`src/rtl/core/sfeob_pkg.sv`:
```
`default_nettype none
package sfeob_pkg;

   localparam int QUEUE_DEPTH = 4;

   localparam logic [1:0] OP_START   = 2'd0;
   localparam logic [1:0] OP_PAYLOAD = 2'd1;
   localparam logic [1:0] OP_END     = 2'd2;

   localparam logic [1:0] KIND_START     = 2'd0;
   localparam logic [1:0] KIND_GROUP     = 2'd1;
   localparam logic [1:0] KIND_END_FLUSH = 2'd2;
   localparam logic [1:0] KIND_END_BARE  = 2'd3;

   localparam logic [7:0] CH_START     = 8'h23;
   localparam logic [7:0] CH_ADDR_BASE = 8'h61;
   localparam logic [7:0] CH_OFFSET    = 8'h3d;
   localparam logic [7:0] CH_CR        = 8'h0d;

   localparam logic [2:0] STEP_FIRST    = 3'd0;
   localparam logic [2:0] STEP_SUM_HI   = 3'd4;
   localparam logic [2:0] STEP_SUM_LO   = 3'd5;
   localparam logic [2:0] STEP_CR       = 3'd6;
   localparam logic [2:0] STEP_START_LAST = 3'd2;
   localparam logic [2:0] STEP_GROUP_LAST = 3'd3;

   typedef struct packed {
      logic [1:0]  kind;
      logic [23:0] data;
   } job_type;

endpackage
`default_nettype wire

```
`src/rtl/core/serial_frame_encoder_offset_base64_core.sv`:
```
`default_nettype none
// Frame encoder: a start beat yields '#', 'a'+address and the command; payload
// bytes are packed three to four characters (61 plus six bits each); an end beat
// flushes any partial group, then sends two checksum characters and CR with
// rsp_frame_end set. The front accepts one beat per cycle while its job queue
// (QueueDepth entries) has room; the back emits one character per cycle unless
// rsp_stall holds the output, so the character output port sets the rate: a
// payload byte costs 4/3 characters on average, a start beat 3 characters, an
// end beat 3 or 7. A beat passes the queue, the job and the output registers.
module serial_frame_encoder_offset_base64_core #(
   parameter int QueueDepth = sfeob_pkg::QUEUE_DEPTH
) (
   input  wire logic       clock,
   input  wire logic       reset,
   input  wire logic       req_valid,
   output logic            req_stall,
   input  wire logic [1:0] req_operation,
   input  wire logic [7:0] req_address,
   input  wire logic [7:0] req_command,
   input  wire logic [7:0] req_payload_byte,
   output logic            rsp_valid,
   input  wire logic       rsp_stall,
   output logic [7:0]      rsp_tx_char,
   output logic            rsp_frame_end
);
   import sfeob_pkg::*;

   logic    push_valid;
   job_type push_job;
   logic    q_full;
   logic    q_valid;
   job_type q_job;
   logic    pop;

   sfeob_front u_front (
      .clock            (clock),
      .reset            (reset),
      .req_valid        (req_valid),
      .req_stall        (req_stall),
      .req_operation    (req_operation),
      .req_address      (req_address),
      .req_command      (req_command),
      .req_payload_byte (req_payload_byte),
      .q_full           (q_full),
      .push_valid       (push_valid),
      .push_job         (push_job)
   );

   sfeob_queue #(
      .QueueDepth (QueueDepth)
   ) u_queue (
      .clock      (clock),
      .reset      (reset),
      .push_valid (push_valid),
      .push_job   (push_job),
      .q_full     (q_full),
      .q_valid    (q_valid),
      .q_job      (q_job),
      .pop        (pop)
   );

   sfeob_back u_back (
      .clock         (clock),
      .reset         (reset),
      .q_valid       (q_valid),
      .q_job         (q_job),
      .pop           (pop),
      .rsp_valid     (rsp_valid),
      .rsp_stall     (rsp_stall),
      .rsp_tx_char   (rsp_tx_char),
      .rsp_frame_end (rsp_frame_end)
   );

endmodule
`default_nettype wire

```
`src/rtl/core/sfeob_front.sv`:
```
`default_nettype none
module sfeob_front (
   input  wire logic              clock,
   input  wire logic              reset,
   input  wire logic              req_valid,
   output logic                   req_stall,
   input  wire logic [1:0]        req_operation,
   input  wire logic [7:0]        req_address,
   input  wire logic [7:0]        req_command,
   input  wire logic [7:0]        req_payload_byte,
   input  wire logic              q_full,
   output logic                   push_valid,
   output sfeob_pkg::job_type     push_job
);
   import sfeob_pkg::*;

   logic [7:0] g0_ff, g0_in;
   logic [7:0] g1_ff, g1_in;
   logic [1:0] fill_ff, fill_in;
   logic       in_frame_ff, in_frame_in;
   logic       accept;

   assign req_stall = q_full;
   assign accept    = req_valid && !q_full;

   always_comb begin
      g0_in       = g0_ff;
      g1_in       = g1_ff;
      fill_in     = fill_ff;
      in_frame_in = in_frame_ff;
      push_valid  = 1'b0;
      push_job    = '{kind: KIND_START, data: {req_address, req_command, 8'h00}};
      if (accept) begin
         case (req_operation)
            OP_START: begin
               g0_in       = 8'h00;
               g1_in       = 8'h00;
               fill_in     = 2'd0;
               in_frame_in = 1'b1;
               push_valid  = 1'b1;
            end
            OP_PAYLOAD: begin
               if (in_frame_ff) begin
                  if (fill_ff == 2'd2) begin
                     push_valid = 1'b1;
                     push_job   = '{kind: KIND_GROUP, data: {g0_ff, g1_ff, req_payload_byte}};
                     g0_in      = 8'h00;
                     g1_in      = 8'h00;
                     fill_in    = 2'd0;
                  end else begin
                     if (fill_ff == 2'd0) begin
                        g0_in = req_payload_byte;
                     end else begin
                        g1_in = req_payload_byte;
                     end
                     fill_in = fill_ff + 2'd1;
                  end
               end
            end
            OP_END: begin
               if (in_frame_ff) begin
                  push_valid    = 1'b1;
                  push_job.kind = (fill_ff != 2'd0) ? KIND_END_FLUSH : KIND_END_BARE;
                  push_job.data = {g0_ff, (fill_ff == 2'd2) ? g1_ff : 8'h00, 8'h00};
                  g0_in         = 8'h00;
                  g1_in         = 8'h00;
                  fill_in       = 2'd0;
                  in_frame_in   = 1'b0;
               end
            end
            default: begin
            end
         endcase
      end
   end

   always_ff @(posedge clock) begin
      g0_ff <= g0_in;
      g1_ff <= g1_in;
      if (reset) begin
         fill_ff     <= 2'd0;
         in_frame_ff <= 1'b0;
      end else begin
         fill_ff     <= fill_in;
         in_frame_ff <= in_frame_in;
      end
   end

`ifndef SYNTHESIS
   a_fill_range: assert property (@(posedge clock) disable iff (reset)
      fill_ff != 2'd3) else $error("group fill out of range");
   a_fill_needs_frame: assert property (@(posedge clock) disable iff (reset)
      (fill_ff != 2'd0) |-> in_frame_ff) else $error("partial group outside frame");
`endif

endmodule
`default_nettype wire

```
`src/rtl/core/sfeob_queue.sv`:
```
`default_nettype none
module sfeob_queue #(
   parameter int QueueDepth = sfeob_pkg::QUEUE_DEPTH
) (
   input  wire logic              clock,
   input  wire logic              reset,
   input  wire logic              push_valid,
   input  wire sfeob_pkg::job_type push_job,
   output logic                   q_full,
   output logic                   q_valid,
   output sfeob_pkg::job_type     q_job,
   input  wire logic              pop
);
   import sfeob_pkg::*;

   localparam int PtrW = (QueueDepth > 1) ? $clog2(QueueDepth) : 1;
   localparam int CntW = $clog2(QueueDepth + 1);

   job_type           slot_ff [QueueDepth];
   logic [PtrW-1:0]   wr_ptr_ff, wr_ptr_in;
   logic [PtrW-1:0]   rd_ptr_ff, rd_ptr_in;
   logic [CntW-1:0]   count_ff, count_in;
   logic              do_push;
   logic              do_pop;

   assign q_full  = (count_ff == CntW'(QueueDepth));
   assign q_valid = (count_ff != '0);
   assign q_job   = slot_ff[rd_ptr_ff];
   assign do_push = push_valid && !q_full;
   assign do_pop  = pop && q_valid;

   always_comb begin
      wr_ptr_in = wr_ptr_ff;
      rd_ptr_in = rd_ptr_ff;
      count_in  = count_ff;
      if (do_push) begin
         wr_ptr_in = (wr_ptr_ff == PtrW'(QueueDepth - 1)) ? '0 : wr_ptr_ff + 1'b1;
      end
      if (do_pop) begin
         rd_ptr_in = (rd_ptr_ff == PtrW'(QueueDepth - 1)) ? '0 : rd_ptr_ff + 1'b1;
      end
      if (do_push && !do_pop) begin
         count_in = count_ff + 1'b1;
      end else if (do_pop && !do_push) begin
         count_in = count_ff - 1'b1;
      end
   end

   always_ff @(posedge clock) begin
      if (do_push) begin
         slot_ff[wr_ptr_ff] <= push_job;
      end
      if (reset) begin
         wr_ptr_ff <= '0;
         rd_ptr_ff <= '0;
         count_ff  <= '0;
      end else begin
         wr_ptr_ff <= wr_ptr_in;
         rd_ptr_ff <= rd_ptr_in;
         count_ff  <= count_in;
      end
   end

`ifndef SYNTHESIS
   a_count_bound: assert property (@(posedge clock) disable iff (reset)
      count_ff <= CntW'(QueueDepth)) else $error("queue count overflow");
   a_no_drop: assert property (@(posedge clock) disable iff (reset)
      !(push_valid && q_full)) else $error("push into full queue");
`endif

endmodule
`default_nettype wire

```
`src/rtl/core/sfeob_back.sv`:
```
`default_nettype none
module sfeob_back (
   input  wire logic               clock,
   input  wire logic               reset,
   input  wire logic               q_valid,
   input  wire sfeob_pkg::job_type q_job,
   output logic                    pop,
   output logic                    rsp_valid,
   input  wire logic               rsp_stall,
   output logic [7:0]              rsp_tx_char,
   output logic                    rsp_frame_end
);
   import sfeob_pkg::*;

   job_type     job_ff, job_in;
   logic        job_valid_ff, job_valid_in;
   logic [2:0]  step_ff, step_in;
   logic [11:0] sum_ff, sum_in;
   logic        out_valid_ff, out_valid_in;
   logic [7:0]  out_char_ff, out_char_in;
   logic        out_end_ff, out_end_in;
   logic        adv;
   logic        emit;
   logic        last;
   logic [2:0]  last_step;
   logic [5:0]  slice;
   logic [7:0]  ch;

   assign adv  = !out_valid_ff || !rsp_stall;
   assign emit = job_valid_ff && adv;

   always_comb begin
      case (job_ff.kind)
         KIND_START: last_step = STEP_START_LAST;
         KIND_GROUP: last_step = STEP_GROUP_LAST;
         default:    last_step = STEP_CR;
      endcase
   end

   assign last = (step_ff == last_step);
   assign pop  = q_valid && (!job_valid_ff || (emit && last));

   always_comb begin
      case (step_ff[1:0])
         2'd0:    slice = job_ff.data[23:18];
         2'd1:    slice = job_ff.data[17:12];
         2'd2:    slice = job_ff.data[11:6];
         default: slice = job_ff.data[5:0];
      endcase
   end

   always_comb begin
      ch = CH_OFFSET + {2'b00, slice};
      if (job_ff.kind == KIND_START) begin
         case (step_ff)
            STEP_FIRST: ch = CH_START;
            3'd1:       ch = CH_ADDR_BASE + job_ff.data[23:16];
            default:    ch = job_ff.data[15:8];
         endcase
      end else begin
         case (step_ff)
            STEP_SUM_HI: ch = CH_OFFSET + {2'b00, sum_ff[11:6]};
            STEP_SUM_LO: ch = CH_OFFSET + {2'b00, sum_ff[5:0]};
            STEP_CR:     ch = CH_CR;
            default:     ch = CH_OFFSET + {2'b00, slice};
         endcase
      end
   end

   always_comb begin
      job_in       = job_ff;
      job_valid_in = job_valid_ff;
      step_in      = step_ff;
      sum_in       = sum_ff;
      out_valid_in = out_valid_ff;
      out_char_in  = out_char_ff;
      out_end_in   = out_end_ff;
      if (adv) begin
         out_valid_in = job_valid_ff;
      end
      if (emit) begin
         out_char_in = ch;
         out_end_in  = (job_ff.kind != KIND_START) && (job_ff.kind != KIND_GROUP)
                       && (step_ff == STEP_CR);
         if (job_ff.kind == KIND_START && step_ff == STEP_FIRST) begin
            sum_in = {4'h0, ch};
         end else if (step_ff < STEP_SUM_HI) begin
            sum_in = sum_ff + {4'h0, ch};
         end
         step_in = step_ff + 3'd1;
         if (last) begin
            job_valid_in = 1'b0;
         end
      end
      if (pop) begin
         job_in       = q_job;
         job_valid_in = 1'b1;
         step_in      = (q_job.kind == KIND_END_BARE) ? STEP_SUM_HI : STEP_FIRST;
      end
   end

   always_ff @(posedge clock) begin
      job_ff      <= job_in;
      sum_ff      <= sum_in;
      out_char_ff <= out_char_in;
      out_end_ff  <= out_end_in;
      if (reset) begin
         job_valid_ff <= 1'b0;
         step_ff      <= STEP_FIRST;
         out_valid_ff <= 1'b0;
      end else begin
         job_valid_ff <= job_valid_in;
         step_ff      <= step_in;
         out_valid_ff <= out_valid_in;
      end
   end

   assign rsp_valid     = out_valid_ff;
   assign rsp_tx_char   = out_char_ff;
   assign rsp_frame_end = out_end_ff;

`ifndef SYNTHESIS
   a_end_is_cr: assert property (@(posedge clock) disable iff (reset)
      (out_valid_ff && out_end_ff) |-> (out_char_ff == CH_CR))
      else $error("frame end on a character other than CR");
   a_step_range: assert property (@(posedge clock) disable iff (reset)
      job_valid_ff |-> (step_ff <= STEP_CR)) else $error("step out of range");
`endif

endmodule
`default_nettype wire
```
`config.mk`:
```
export PLATFORM = sky130hd
export DESIGN_NAME = serial_frame_encoder_offset_base64_core
export DESIGN_NICKNAME = d
export VERILOG_FILES = /design/src/rtl/core/sfeob_pkg.sv /design/src/rtl/core/serial_frame_encoder_offset_base64_core.sv /design/src/rtl/core/sfeob_front.sv /design/src/rtl/core/sfeob_queue.sv /design/src/rtl/core/sfeob_back.sv
export SDC_FILE = /design/constraint.sdc
export NUM_CORES = 1
export LEC_CHECK = 0
export ABC_AREA = 1
export BUFFER_PORTS_ARGS = -buffer_cell sky130_fd_sc_hd__clkbuf_2
export CAP_MARGIN = 20
export CELL_PAD_IN_SITES_DETAIL_PLACEMENT = 0
export CELL_PAD_IN_SITES_GLOBAL_PLACEMENT = 1
export CORE_UTILIZATION = 40
export DETAILED_ROUTE_END_ITERATION = 8
export GPL_TIMING_DRIVEN = 0
export PLACE_DENSITY = 0.75
export REMOVE_ABC_BUFFERS = 1
export SYNTH_ARGS = -nofsm -noshare
export SYNTH_HDL_FRONTEND = slang
export SYNTH_SLANG_ARGS = --single-unit
```
`constraint.sdc`:
```
create_clock -name clock -period 4.5 [get_ports clock]
set_input_delay 0.225 -clock clock [delete_from_list [all_inputs] [get_ports clock]]
set_output_delay 0.225 -clock clock [all_outputs]
set_load 0.01 [all_outputs]
```
==> results of run 1 <==
cell type report:
class                      instances  area, sq um
sequential                       184         5360
clock inverter                    13          135
multi-input combinational        499         2690
timing repair buffer              43          249
tap                              270          338
fill                            1890        11000
inverter                          74          279
clock buffer                      19          433
synthesized netlist by cell type, drive strengths merged (2+ instances only):
master  instances
xor2            4
edfxtp        167
inv            73
a31oi           4
clkbuf         13
a211oi          2
o21ai         102
a21oi          28
nand4           5
o211ai          2
fa              2
buf            10
nand3          41
a21boi          2
nor3           11
dfxtp          17
nor2          106
or2             5
ha             24
nand2         124
xnor2           3
o21a            2
o22ai          26
worst max-delay path by stage:
stage                                        end  slack (ns)  cells past startpoint
final                          u_back.sum_ff[11]        0.78                     23
after global routing           u_back.sum_ff[11]        0.37                     23
after CTS                      u_back.sum_ff[11]        0.75                     23
after detailed placement       u_back.sum_ff[11]        0.77                     23
after global placement    u_queue.slot_ff[3][23]        0.72                      7
after floorplan                u_back.sum_ff[11]        1.33                     23
where the power goes:
part	total [uW]	switching [uW]	internal, uW
combinational	2850	1820	1030
sequential	2730	305	2420
clock	1430	651	780
total	7010	2780	4230
per-layer routing:
layer  GRT usage, %  part of all wire (%)  up-vias
li1               -                     -     2816
met5              0                     0        -
met4           4.28                   1.1        0
met3           3.26                   3.1       15
met2           28.4                    50       90
met1           20.0                    46     2483
layout by cell type (no fill, tap or decap), drive strengths merged, types with 3 or more instances in the layout:
cell / count
clkinv: 4
or2: 5
edfxtp: 167
o22ai: 26
xor2: 4
ha: 24
xnor2: 3
clkbuf: 59
nand2: 124
o21ai: 102
nand3: 41
nor2: 106
a31oi: 4
nor3: 11
inv: 80
nand4: 5
a21oi: 28
dfxtp: 17
sequential cells by signal, summed over array words and instances (netlist names), named ones only:
| signal | flops |
|---|---|
| u_queue.wr_ptr_ff | 2 |
| u_back.job_ff | 26 |
| u_back.rsp_valid | 1 |
| u_back.rsp_tx_char | 8 |
| u_back.step_ff | 3 |
| u_front.in_frame_ff | 1 |
| u_back.rsp_frame_end | 1 |
| u_queue.rd_ptr_ff | 2 |
| u_front.g0_ff | 8 |
| u_back.sum_ff | 12 |
| u_front.fill_ff | 2 |
| u_queue.count_ff | 3 |
| u_queue.slot_ff | 104 |
| u_back.job_valid_ff | 1 |
| u_front.g1_ff | 8 |
critical path: cells and delay by family, from the launching register on:
kind            cells  cell delay [ns]
fa+ha+maj           3             0.94
compound gates      4             0.73
simple gates       12             1.07
flops               1             0.44
buf+inv             4             0.29
cell families (layout without fill, tap and decap cells):
| kind of cell | count (synthesis) | in the layout | share of synthesized area, % |
|---|---|---|---|
| AOI/OAI and AO/OA | 174 | 174 | 11.6 |
| buffers and inverters | 97 | 149 | 4.63 |
| DFF | 184 | 184 | 63.7 |
| adders and majority gates | 26 | 26 | 4.05 |
| and+or+nand+nor | 292 | 292 | 15.2 |
| xor gates and xnor gates | 7 | 7 | 0.730 |
timing repair:
| item | 4_1_cts | 5_1_grt |
|---|---|---|
| hold buffers | 1 | 0 |
| hold endpoints to repair | 1 | 0 |
| setup endpoints to repair | 0 | 0 |
metrics by stage:
stage	cells	instance area [sq um]	hold slack (ns)	power [uW]	util (%)
2_1_floorplan	757	8290	0.287	4790	-
3_3_place_gp	1067	8830	0.452	5570	43.2
3_5_place_dp	1069	8900	0.460	5630	43.6
4_1_cts	1102	9480	0.0828	7060	46.4
5_1_grt	1102	9480	0.110	7520	46.4
6_report	1102	9480	0.0943	7010	46.4
==> metrics.md, run 1 <==
| Metric | Value |
|---|---|
| CTS Buffer Depth | 2 |
| CP Cell Sequence | inv_1 > ha_1 > nand2_4 > nand2_4 > a21oi_1 > nand2_1 > nand2_1 > inv_1 > ha_1 > inv_1 > nand3_2 > inv_1 > nand3_1 > nand3_1 > a21boi_1 > ha_1 > nand2_1 > o21ai_0 > nand2_1 > a31oi_1 > nand2_1 > nand2_1 > nor2_1 |
| CP Launch Type | register |
| Syn. warnings | 0 |
| Crit Path Class | register to register |
| Final-report max-slew violation count | 0 |
| Initial Utilization | 41.1% |
| Hold Crit Class | input port to register |
| Post-synth EDFFs | 167 |
| FFs w/ async S/R, synth | 0% |
| Post_cts resized | 0 |
| Largest net degree at the start of global routing | 54 |
| Post-synthesis sequential area ratio | 63.7% |
| Initial antenna violation count | 0 |
| HPWL Detailed | 11800 um |
| FP Rows | 52 |
| Final WL | 16600 um |
| Worst Path Arrival | 3.90 ns |
| Clock-pin slew on the worst setup and hold paths | 0.07 ns |
| Worst Setup Slack, final | 0.783 ns |
| H-tree depth | 4 |
| Setup-failing EPs final | 0 |
| Fin Clk Skew | 0.00744 ns |
| Worst-skew pair later-pin latency | 0.43 ns |
| Area leader, netlist | edfxtp_1 |
| Hold path depth | 3 |
| DRT Pass-1 Iters | 5 |
| Status | complete, no violations |
| Global-route wire length before repair | 26200 um |
| WHS Endpoint | u_back.rsp_valid |
| Worst VDD drop | 0.272 mV |
| RSZ-0062 raised after global routing | false |
| # DRC | 0 |
| Total GRT Usage | 16.1% |
| FMAX | 0.269 GHz |
| Post-route ant nets | 0 |
| Vias/cell | 4.90 |
| P&R area growth vs syn | 12.8% |
| R2R Setup Slk | 0.78 ns |
| Final Hold Vio Count | 0 |
| Layout cells sized above 1 | 14.2% |
| Slew at the pin closest to its max-slew limit | 0.963 ns |
| Place WS | 0.769 ns |
| Power Density | 739 nW/um^2 |
| Sink Count | 184 |
| Routed length per instance | 15.1 um |
| Unique masters post-synth | 44 |
| Synth top area share | 59.7% |
| Nature of the critical path endpoint | register |
| Root Buffer | clkbuf_16 |
| CP startpoint | u_back.step_ff[0] |
| Core area | 20400 sq um |
| Reg2reg path depth | 23 |
| TNS Setup | 0 ns |
| Port-buffer cells | 40 |
| Max stage delay on crit path | 0.44 ns |
| Final Critical Period | 3.72 ns |
| Die Span Y | 147 um |
| Mapped Area | 8400 sq um |
| Tcrit/Tclk final | 82.6% |
| Static Leak | 0.00360 uW |
| Critical Path RT | 4.69 ns |
| R2R Path Start | u_back.step_ff[0] |
| Top Ports | 41 |
| Iteration-0 DRC Markers | 292 |
| TritonCTS clock tree | yes |
| Antenna Cells | 0 |
| Maximum Capacitance Violations | 0 |
| Die span in x | 147 um |
| Gr ovfl total | 0 |
| Mapped Cells | 780 |
| Max_slew headroom | 35.7% |
| Slowest CP cell | dfxtp_1 |
| Num CTS Buffers | 17 |
| RePlAce Congestion | 0.858 |
| Die area | 21600 sq um |
| Post-CTS setup buffer count | 0 |
| Worst flop-to-flop path endpoint | u_back.sum_ff[11] |
| Most frequent CP cell | nand2_1 |
| Post-synthesis register bit count | 184 |
| Vias in the first global route | 5086 |
| Worst Hold Launch | rsp_stall |
| Vias | 5404 |
| Nets | 875 |
| Top post-synthesis cells by area | edfxtp_1 (60%), o21ai_0 (5.6%), nand2_1 (5.0%) |
| Main synth FF type | edfxtp_1 |
| CP max FO | 9 |
| Mean post-synth cell area | 10.8 sq um |
Note: power is estimated with default switching activity, not from simulation.
==> run 2: changes to the inputs <==
Settings changed: PLACE_DENSITY 0.75 to 0.77.
Clock period 4.5 ns to 3 ns, I/O delays scaled along.
==> run 2 against run 1 <==
Against the previous run: the flow now finishes with violations (negative setup slack); count of clock-buffer cells in the layout shrank 2; non-clock buffer count grew 17; critical endpoint is now u_back.sum_ff[9]; sequential cell count is the same; first-iteration DRC count shrank 1.4%; combinational power grew 98%; die area is the same; global-route usage grew 0.89 points; critical path depth shrank 2.
==> metrics.md, run 2 (same netlist as run 1, synthesis figures left out) <==
| Metric | Value |
|---|---|
| Gr ovfl total | 0 |
| Num CTS Buffers | 17 |
| Static Leak | 0.00375 uW |
| Worst-skew pair later-pin latency | 0.43 ns |
| Vias in the first global route | 5445 |
| Sink Count | 184 |
| Crit Path Class | register to register |
| RePlAce Congestion | 0.894 |
| Worst Setup Slack, final | -0.0851 ns |
| Power Density | 1200 nW/um^2 |
| Critical Path RT | 3.18 ns |
| Setup-failing EPs final | 7 |
| RSZ-0062 raised after global routing | true |
| Initial Utilization | 41.1% |
| Max FFs per register | 104 |
| Maximum Capacitance Violations | 0 |
| Vias/cell | 4.98 |
| # DRC | 0 |
| R2R Setup Slk | -0.09 ns |
| Initial antenna violation count | 0 |
| Layout Cells excl Fill | 1119 |
| Root Buffer | clkbuf_16 |
| Most frequent cells in the layout | edfxtp_1 (167), nand2_1 (103), nor2_1 (96) |
| P&R area growth vs syn | 18.9% |
| FP Rows | 52 |
| Vias | 5575 |
| Core area | 20400 sq um |
| Slew at the pin closest to its max-slew limit | 0.980 ns |
| Die Span Y | 147 um |
| Hold Slack | 0.0121 ns |
| CP Launch Type | register |
| Worst Path Arrival | 3.26 ns |
| Routed length per instance | 15.5 um |
| Max_slew headroom | 34.6% |
| Hold Crit Class | input port to register |
| Post-route ant nets | 0 |
| Final-report max-slew violation count | 0 |
| Largest Register | u_queue.slot_ff |
| Die area | 21600 sq um |
| Total GRT Usage | 17.0% |
| Clock-pin slew on the worst setup and hold paths | 0.07 ns |
| Hold path depth | 3 |
| Port-buffer cells | 40 |
| Global-route wire length before repair | 27800 um |
| CTS Buffer Depth | 2 |
| Top Ports | 41 |
| R2R Path Start | u_back.step_ff[0] |
| Iteration-0 DRC Markers | 288 |
| CP max FO | 5 |
| Final WL | 17400 um |
| Worst VDD drop | 0.605 mV |
| Biggest regs | u_queue.slot_ff x104, u_back.job_ff x26, u_back.sum_ff x12 |
| Nature of the critical path endpoint | register |
| Largest net degree at the start of global routing | 54 |
| Fin Clk Skew | 0.0100 ns |
| Final Hold Vio Count | 0 |
| FMAX | 0.324 GHz |
| WHS Endpoint | u_back.rsp_valid |
| TritonCTS clock tree | yes |
| H-tree depth | 4 |
| DRT Pass-1 Iters | 5 |
| Status | finished with violations |
| Commonest non-fill, non-tap cell in the layout | edfxtp_1 |
| Post-Place Cells | 1070 |
| Failing checks | negative setup slack |
| Nets | 892 |
| Die span in x | 147 um |
| Worst flop-to-flop path endpoint | u_back.sum_ff[9] |
| Layout cells sized above 1 | 22.0% |
| Final Critical Period | 3.09 ns |
| Worst Hold Launch | rsp_stall |
| Finished Core Util | 48.9% |
| HPWL Detailed | 11900 um |
| Reg2reg path depth | 21 |
| Tcrit/Tclk final | 103% |
| Antenna Cells | 0 |
[run 2: changes by cell type in the layout (fill, tap and decap cells not counted), moves of 4 or more]
cell      previous run  this run
a21oi_1             27        21
a21oi_2              1         5
buf_4                0        14
clkinv_8             0         6
ha_1                24        14
ha_4                 0        10
inv_1               64        59
nand2_1            112       103
nand2_2              8        16
nand3_1             35        29
nand3_2              6        11
o21ai_0             94        89
[run 2: area by class of cell]
cell class	count	area, sq um
multi-input combinational	499	2990
clock buffer	17	425
sequential	184	5370
tap	270	338
inverter	74	287
timing repair buffer	60	404
fill	1838	10400
clock inverter	15	181
[run 2: worst max path at each step]
stage / from / endpoint / slack [ns]
floorplan: u_back.step_ff[0] / u_back.sum_ff[11] / -0.17
global placement: req_operation[1] / u_queue.slot_ff[3][23] / -0.71
detailed placement: u_back.step_ff[0] / u_back.sum_ff[11] / -0.77
CTS: u_back.step_ff[0] / u_back.sum_ff[8] / -0.10
global route: u_back.step_ff[0] / u_back.sum_ff[6] / -0.30
finish: u_back.step_ff[0] / u_back.sum_ff[9] / -0.09
[run 2: repair_timing]
| action | in CTS | in global routing |
|---|---|---|
| resized for setup | 49 | 29 |
| setup endpoints to repair | 11 | 9 |
| gates cloned | 0 | 0 |
| pin swaps | 22 | 17 |
| setup buffers | 13 | 3 |
| hold buffers | 1 | 0 |
| endpoints found under the hold margin | 1 | 0 |
[run 2: report_power, final]
group          switching, uW  total, uW  internal [uW]  leakage (uW)
Clock                   1090       2220           1130      0.000278
Sequential               509       4150           3640       0.00170
Combinational           3310       5630           2320       0.00176
Total                   4910      12000           7090       0.00375
[run 2: stage by stage]
step                worst slack (ns)  power [uW]  TNS, ns  cell area [sq um]
finish                       -0.0851       12000   -0.415               9990
CTS                           -0.102       11300   -0.632               9820
global placement              -0.713        8330   -87.84               8830
global route                  -0.304       12900    -1.94               9990
floorplan                     -0.173        7180   -0.476               8290
detailed placement            -0.769        8440    -4.92               8920
[run 2: critical path, cell delays in order, from the launching register on]
cell and delay [ns]:
dfxtp_4 0.40, inv_4 0.06, ha_4 0.18, nand2_4 0.11, nand2_8 0.07, a21oi_4 0.11, nand2_2 0.08, nand2_2 0.08
inv_2 0.05, ha_4 0.15, inv_2 0.06, nand3_4 0.08, o21bai_1 0.19, nand3_2 0.11, a21boi_4 0.19, ha_4 0.25
a21oi_4 0.18, o21ai_4 0.09, nand2_2 0.10, nand3_2 0.10, o21ai_2 0.14, a21oi_1 0.05
[run 2: layer usage]
layer | GRT usage (%) | part of all wire [%] | up-vias
li1 | - | - | 2844
met1 | 20.4 | 44 | 2602
met2 | 30.0 | 51 | 110
met3 | 4.04 | 3.6 | 19
met4 | 5.31 | 1.6 | 0
met5 | 0 | 0 | -
==> run 3: changes to the inputs <==
Settings changed: BUFFER_PORTS_ARGS -buffer_cell sky130_fd_sc_hd__clkbuf_2 to default, DONT_BUFFER_PORTS from default to 1, PLACE_DENSITY 0.77 to 0.75.
==> run 3 against run 2 <==
Against the previous run: the run still ends with negative setup slack left; largest cell class unchanged; critical path type unchanged; first-iteration DRC count grew 6.9%; total power grew 1.0%; die area stayed put; combinational power down 2%; highest routed layer unchanged; sequential cell count unchanged; setup slack better by 0.065 ns; via count shrank 1.2%.
==> metrics.md, run 3 (same netlist as run 1, synthesis figures left out) <==
| Metric | Value |
|---|---|
| Initial Utilization | 41.1% |
| Max_slew headroom | 35.4% |
| Core area | 20400 sq um |
| RSZ-0062 raised after global routing | true |
| Num CTS Buffers | 17 |
| Final Critical Period | 3.02 ns |
| CP Launch Type | register |
| Final WL | 17500 um |
| Sink Count | 184 |
| Status | finished with violations |
| Clock-pin slew on the worst setup and hold paths | 0.08 ns |
| Most frequent cells in the layout | edfxtp_1 (167), nand2_1 (100), nor2_1 (95) |
| # DRC | 0 |
| Tcrit/Tclk final | 101% |
| Critical Path RT | 3.18 ns |
| Final Hold Vio Count | 0 |
| Vias | 5507 |
| Top Ports | 41 |
| Storage cell area | 5370 sq um |
| FMAX | 0.331 GHz |
| Power Total | 12100 uW |
| Fillers | 1852 |
| Total GRT Usage | 17.0% |
| Worst-skew pair later-pin latency | 0.43 ns |
| Max FFs per register | 104 |
| Static Leak | 0.00361 uW |
| Post-Place Cells | 1029 |
| Slew at the pin closest to its max-slew limit | 0.968 ns |
| FP Rows | 52 |
| CP Cell Sequence | inv_4 > ha_4 > nand2_4 > nand2_8 > a21oi_2 > nand2_2 > nand2_2 > inv_2 > ha_4 > inv_2 > nand3_4 > o21bai_1 > nand3_1 > a21boi_2 > ha_4 > nand2_4 > o21ai_2 > nand2_2 > a31oi_4 > nand2_1 > nand2_1 > nor2_1 |
| Area after DPL | 8690 sq um |
| Post-route cell area | 9850 sq um |
| Crit Path Class | register to register |
| Setup-failing EPs final | 3 |
| Nature of the critical path endpoint | register |
| Failing checks | negative setup slack |
| TNS Setup | -0.0486 ns |
| Root Buffer | clkbuf_16 |
| Biggest regs | u_queue.slot_ff x104, u_back.job_ff x26, u_back.sum_ff x12 |
| H-tree depth | 4 |
| Fin Clk Skew | 0.0139 ns |
| Antenna Cells | 0 |
| Vias/cell | 5.09 |
| Hold Crit Class | input port to register |
| Worst Setup Slack, final | -0.0196 ns |
| Worst Path Arrival | 3.20 ns |
| Global-route wire length before repair | 28000 um |
| Post-route ant nets | 0 |
| Layout Cells excl Fill | 1082 |
| Routed length per instance | 16.2 um |
| Final-report max-slew violation count | 0 |
| Power Density | 1230 nW/um^2 |
| Maximum Capacitance Violations | 0 |
| TritonCTS clock tree | yes |
| Gr ovfl total | 0 |
| Slowest CP cell | dfxtp_4 |
| Initial antenna violation count | 0 |
| CP max FO | 5 |
| P&R area growth vs syn | 17.2% |
| Commonest non-fill, non-tap cell in the layout | edfxtp_1 |
| Hold Slack | 0.0271 ns |
| RePlAce Congestion | 0.824 |
| Nets | 855 |
| Vias in the first global route | 5455 |
| Iteration-0 DRC Markers | 308 |
| Largest net degree at the start of global routing | 54 |
| Layout cells sized above 1 | 18.2% |
| Multi-input logic area | 2990 sq um |
| Die span in x | 147 um |
| Die area | 21600 sq um |
| HPWL Detailed | 11900 um |
| CTS Buffer Depth | 2 |
| Port-buffer cells | 0 |
| Largest Register | u_queue.slot_ff |
| Die Span Y | 147 um |
| Max stage delay on crit path | 0.40 ns |
| Worst VDD drop | 0.635 mV |
| DRT Pass-1 Iters | 5 |
run 3: changes by cell type in the layout (fill, tap and decap cells not counted), sizes merged:
cell and delta:
buf -1, dlygate4sd3 +4, bufinv +3, clkinvlp -3, clkbuf -40
run 3: per-stage QoR:
step	util, %	setup slack (ns)
global route	48.2	-0.228
global placement	42.2	-0.715
floorplan	-	-0.173
finish	48.2	-0.0196
detailed placement	42.6	-0.730
CTS	47.6	-0.105
run 3: timing repair:
action | 4_1_cts | 5_1_grt
pin swaps | 24 | 25
hold buffers | 5 | 0
endpoints found under the setup margin | 11 | 9
endpoints found under the hold margin | 18 | 0
setup buffers | 14 | 2
resized for setup | 55 | 23
run 3: report_power, final:
group          leakage, uW  internal (uW)  switching [uW]
Combinational      0.00159           2290            3220
Clock             0.000315           1360            1050
Sequential         0.00170           3650             546
Total              0.00361           7300            4820
run 3: final cells by class:
class	instances	area share, %
clock buffer	17	4.32
timing repair buffer	23	2.12
multi-input combinational	499	30.3
sequential	184	54.5
clock inverter	15	2.35
tap	270	3.43
inverter	74	2.94
run 3: final timing paths:
path                        startpoint                   end  slack [ns]  cells past startpoint
setup / recovery     u_back.step_ff[0]     u_back.sum_ff[11]       -0.02                     22
hold / removal               req_valid   u_front.in_frame_ff        0.03                      4
setup reg to reg     u_back.step_ff[0]     u_back.sum_ff[11]       -0.02                     22
hold reg to reg   u_queue.rd_ptr_ff[1]  u_queue.rd_ptr_ff[1]        0.51                      2
run 3: per-layer routing:
metal / global-route usage [%] / vias to the layer above / wire length [um] / share of wire [%]
met3: 4.41 / 20 / 771 / 4.4
met5: 0 / - / 0 / 0
met2: 29.3 / 123 / 8760 / 50
met1: 21.0 / 2597 / 7780 / 44
li1: - / 2767 / - / -
met4: 5.21 / 0 / 217 / 1.2
run 3: critical path, delay by kind of cell (launching register included):
kind	cells	cell delay, ns
AND/OR/NAND/NOR	11	0.84
flip-flops	1	0.40
buffers and inverters	3	0.16
AO/OA/AOI/OAI	5	0.82
adder cells (fa/ha/maj)	3	0.55
